$ cat config.mk
export PLATFORM = sky130hd
export DESIGN_NAME = scflp_ram
export DESIGN_NICKNAME = d
export VERILOG_FILES = /design/src/hw/rtl/scflp_ram.sv
export SDC_FILE = /design/constraint.sdc
export NUM_CORES = 1
export LEC_CHECK = 0
export BUFFER_PORTS_ARGS = -buffer_cell sky130_fd_sc_hd__buf_2
export CORE_MARGIN = 2
export CORE_UTILIZATION = 54
export DETAILED_ROUTE_END_ITERATION = 6
export PLACE_DENSITY = 0.75
export SYNTH_ARGS = -nofsm -noshare
export SYNTH_HDL_FRONTEND = slang
export SYNTH_SLANG_ARGS = --single-unit
$ cat constraint.sdc
create_clock -name clk_i -period 2.18 [get_ports clk_i]
set_clock_uncertainty 0.05 [all_clocks]
set_input_delay 0.327 -clock clk_i [delete_from_list [all_inputs] [get_ports clk_i]]
set_output_delay 0.327 -clock clk_i [all_outputs]
set_load 0.01 [all_outputs]
$ cat src/hw/rtl/scflp_ram.sv
// Generic single-port synchronous RAM with a registered read.
// No dependencies.
module scflp_ram #(
  parameter int unsigned Width = 8,
  parameter int unsigned Depth = 16,
  localparam int unsigned Aw   = (Depth > 1) ? $clog2(Depth) : 1
) (
  input  logic             clk_i,
  input  logic             en_i,
  input  logic             we_i,
  input  logic [Aw-1:0]    addr_i,
  input  logic [Width-1:0] wdata_i,
  output logic [Width-1:0] rdata_o
);

  logic [Width-1:0] mem_q [Depth];
  logic [Width-1:0] rdata_q;

  always_ff @(posedge clk_i) begin
    if (en_i) begin
      if (we_i) begin
        mem_q[addr_i] <= wdata_i;
      end else begin
        rdata_q <= mem_q[addr_i];
      end
    end
  end

  assign rdata_o = rdata_q;

endmodule

==> flow_summary.json <==
{
  "rows": 35,
  "htreeDepth": 4,
  "tightest_slew_ps": 679,
  "cp.depth": 3,
  "routed.top_layer": "met4",
  "drive_above_1_share": 0.317,
  "synthArstFlopShare": 0,
  "p_int_mw": 4.99,
  "p_seq_frac": 0.474,
  "critPathArrivalTime_ps": 1880,
  "die_x_um": 102,
  "grt_pass1_vias": 2665,
  "final.min_clock_period_ps": 1670,
  "worstSetupPathType": "reg2reg",
  "synth.area.top_cells": "edfxtp_1, mux4_1, mux4_2",
  "synth_adder_area_share": 0,
  "slowest_delay_ps": 560,
  "synth_cells": 234,
  "wl_met2_um": 5380,
  "hp-start": "wdata_i[4]",
  "synth-seq-cells": 136,
  "cts_tree": "yes",
  "max_freq_ghz": 0.598,
  "status": "finished clean",
  "numPortBuffers": 22,
  "r2r-end": "rdata_o[7]",
  "critPathLaunchType": "flop",
  "wl_um": 10500,
  "yosysTopAreaCellShare": 0.780,
  "min_path_type": "in2reg",
  "postCtsSetupRepairBufs": 0,
  "grt_max_degree": 26,
  "yosysMostFrequentCell": "edfxtp_1",
  "numCtsBuffers": 17,
  "syn-num-nets": 249,
  "slew-limit-headroom": 0.546,
  "netlist_area_um2": 5240,
  "synthSimpleGateAreaFrac": 0.0332,
  "pin_count": 23,
  "insertion_delay_ps": 520,
  "critPathBufInv": 0,
  "cp_max_fo": 1,
  "clkSlewWorstSetupHoldPaths_ps": 60,
  "synth-xor-area-share": 0,
  "tns_ps": 0,
  "grt_usage": 0.222,
  "start_util": 0.562,
  "hold_end": "mem_q[3][4]",
  "cts_resized": 0,
  "sw_frac_of_total": 0.194,
  "p_sw_mw": 1.20,
  "worst-endpoint-required_ps": 2380,
  "startpoint": "mem_q[1][7]",
  "ctsRootBufferMaster": "clkbuf_8",
  "overflow": 0,
  "place_congestion": 0.858,
  "layout.nets": 305,
  "cts_hold_buf": 0,
  "synthTopCellsByCount": "edfxtp_1, a22oi_1, mux4_1, mux4_2, nor2_1",
  "dr.pass1.iters": 4,
  "synthFlopType": "edfxtp_1",
  "dp.final_hpwl_um": 6440,
  "p_comb_frac": 0.040,
  "ys_types": 18,
  "num_antenna_cells": 0,
  "die_h_um": 102,
  "dieArea_um2": 10500,
  "ys.warnings.count": 0,
  "syn_avg_cell_area_um2": 22.4,
  "ir_drop_mv": 0.492,
  "rr_startpoint": "mem_q[1][7]",
  "powerDensity_nw_per_um2": 983,
  "antenna_found_initial": 0,
  "via_per_inst": 6.02,
  "post_drt_wl_per_cell_um": 24.2,
  "hold_viol": 0,
  "critPathTopFamily": "multiplexers",
  "met3RoutedLength_um": 652,
  "synth_top_family_by_area": "multiplexers",
  "cap_violations": 0,
  "fillers": 575,
  "core_um2": 9330,
  "grt_setup_unrepaired": "no",
  "place_area_um2": 5670,
  "holdPathStages": 1,
  "design_area_um2": 6290,
  "synth_enable_flop_cells": 136,
  "cp_cell_sequence": "mux4_1 -> a22oi_1 -> nand2_1",
  "reg2reg_slack_ps": 510,
  "yosysTopAreaCell": "edfxtp_1",
  "wl_met1_um": 4300,
  "drv_slew": 0,
  "grt_pass1_wl_um": 16000,
  "p_clk_frac": 0.487,
  "leakagePower_nw": 2.16,
  "fin_util": 0.674,
  "drc_errors": 0,
  "vias": 2600,
  "synth_seq_area_share": 0.780,
  "reg2regPathDepth": 3,
  "drtIter0Drc": 196,
  "period_share": 0.767,
  "setup_viol": 0,
  "clkSinkCount": 136,
  "antenna_left": 0,
  "cp_slowest_cell": "mux4_1",
  "area_growth_pct": 20.1,
  "critPathCaptureType": "flop",
  "clk_path_buf_depth": 2,
  "synth_compound_area_frac": 0.0229,
  "synth.area.mux_share": 0.149
}
[cell usage in the layout, fill, tap and decap left out, drive strengths merged]
cell	netlist	routed
clkinv	0	6
clkbuf	5	19
bufinv	0	5
mux4	32	32
nand2	10	10
nor2	13	13
nor2b	3	3
nand4	1	1
clkinvlp	0	2
nor3	4	4
nand4b	2	2
nand2b	2	2
or3	1	1
buf	8	50
and2	1	1
edfxtp	136	136
a22oi	16	16
[worst reg2reg max path, delay by kind of cell (launching register included)]
kind	cells	cell delay [ps]
multiplexers	1	560
flip-flops	1	410
AO/OA/AOI/OAI	1	280
AND/OR/NAND/NOR	1	110
[per-layer routing]
metal	up-vias	GRT usage
li1	1113	-
met1	1359	0.308
met2	117	0.352
met3	11	0.0513
met4	0	0.0800
met5	-	0
[state kept, by name (all words and copies together) (netlist names)]
name and flops:
mem_q 128, rdata_o 8
[power groups by stage]
stage                     logic [mW]  clock network [mW]  registers (mW)
after floorplan                0.140                   0            2.98
after global placement         0.239                   0            2.98
after detailed placement       0.245                   0            2.98
after CTS                      0.247                3.04            2.93
after global routing           0.265                3.15            2.93
final                          0.245                3.01            2.93
[layout make-up]
type	instances	area (µm²)	share of cell area
Clock buffer	19	422	0.0670
Multi-Input combinational cell	85	1070	0.171
Tap cell	129	161	0.0257
Sequential cell	136	4080	0.649
Timing Repair Buffer	50	345	0.0549
Clock inverter	13	203	0.0322
[cells by family (layout without fill, tap and decap cells)]
| group | after synthesis | after routing |
|---|---|---|
| DFF | 136 | 136 |
| buffers and inverters | 13 | 82 |
| and+or+nand+nor | 37 | 37 |
| AOI/OAI and AO/OA | 16 | 16 |
| muxes | 32 | 32 |
[worst max-delay path by stage]
stage                       end  slack, ps
floorplan           mem_q[0][0]         80
global placement     rdata_o[5]        240
detailed placement   rdata_o[5]        190
CTS                  rdata_o[7]        490
global route         rdata_o[7]        490
finish               rdata_o[7]        510
[per-stage QoR]
| stage | hold WS (ps) | setup slack (ps) | std cells | power, mW |
|---|---|---|---|---|
| floorplan | 376 | 80.9 | 234 | 3.12 |
| global placement | 674 | 239 | 400 | 3.22 |
| detailed placement | 680 | 185 | 400 | 3.23 |
| CTS | 142 | 492 | 432 | 6.21 |
| global route | 154 | 492 | 432 | 6.34 |
| finish | 153 | 507 | 432 | 6.18 |
No activity file was read; power rests on OpenSTA's default activity.
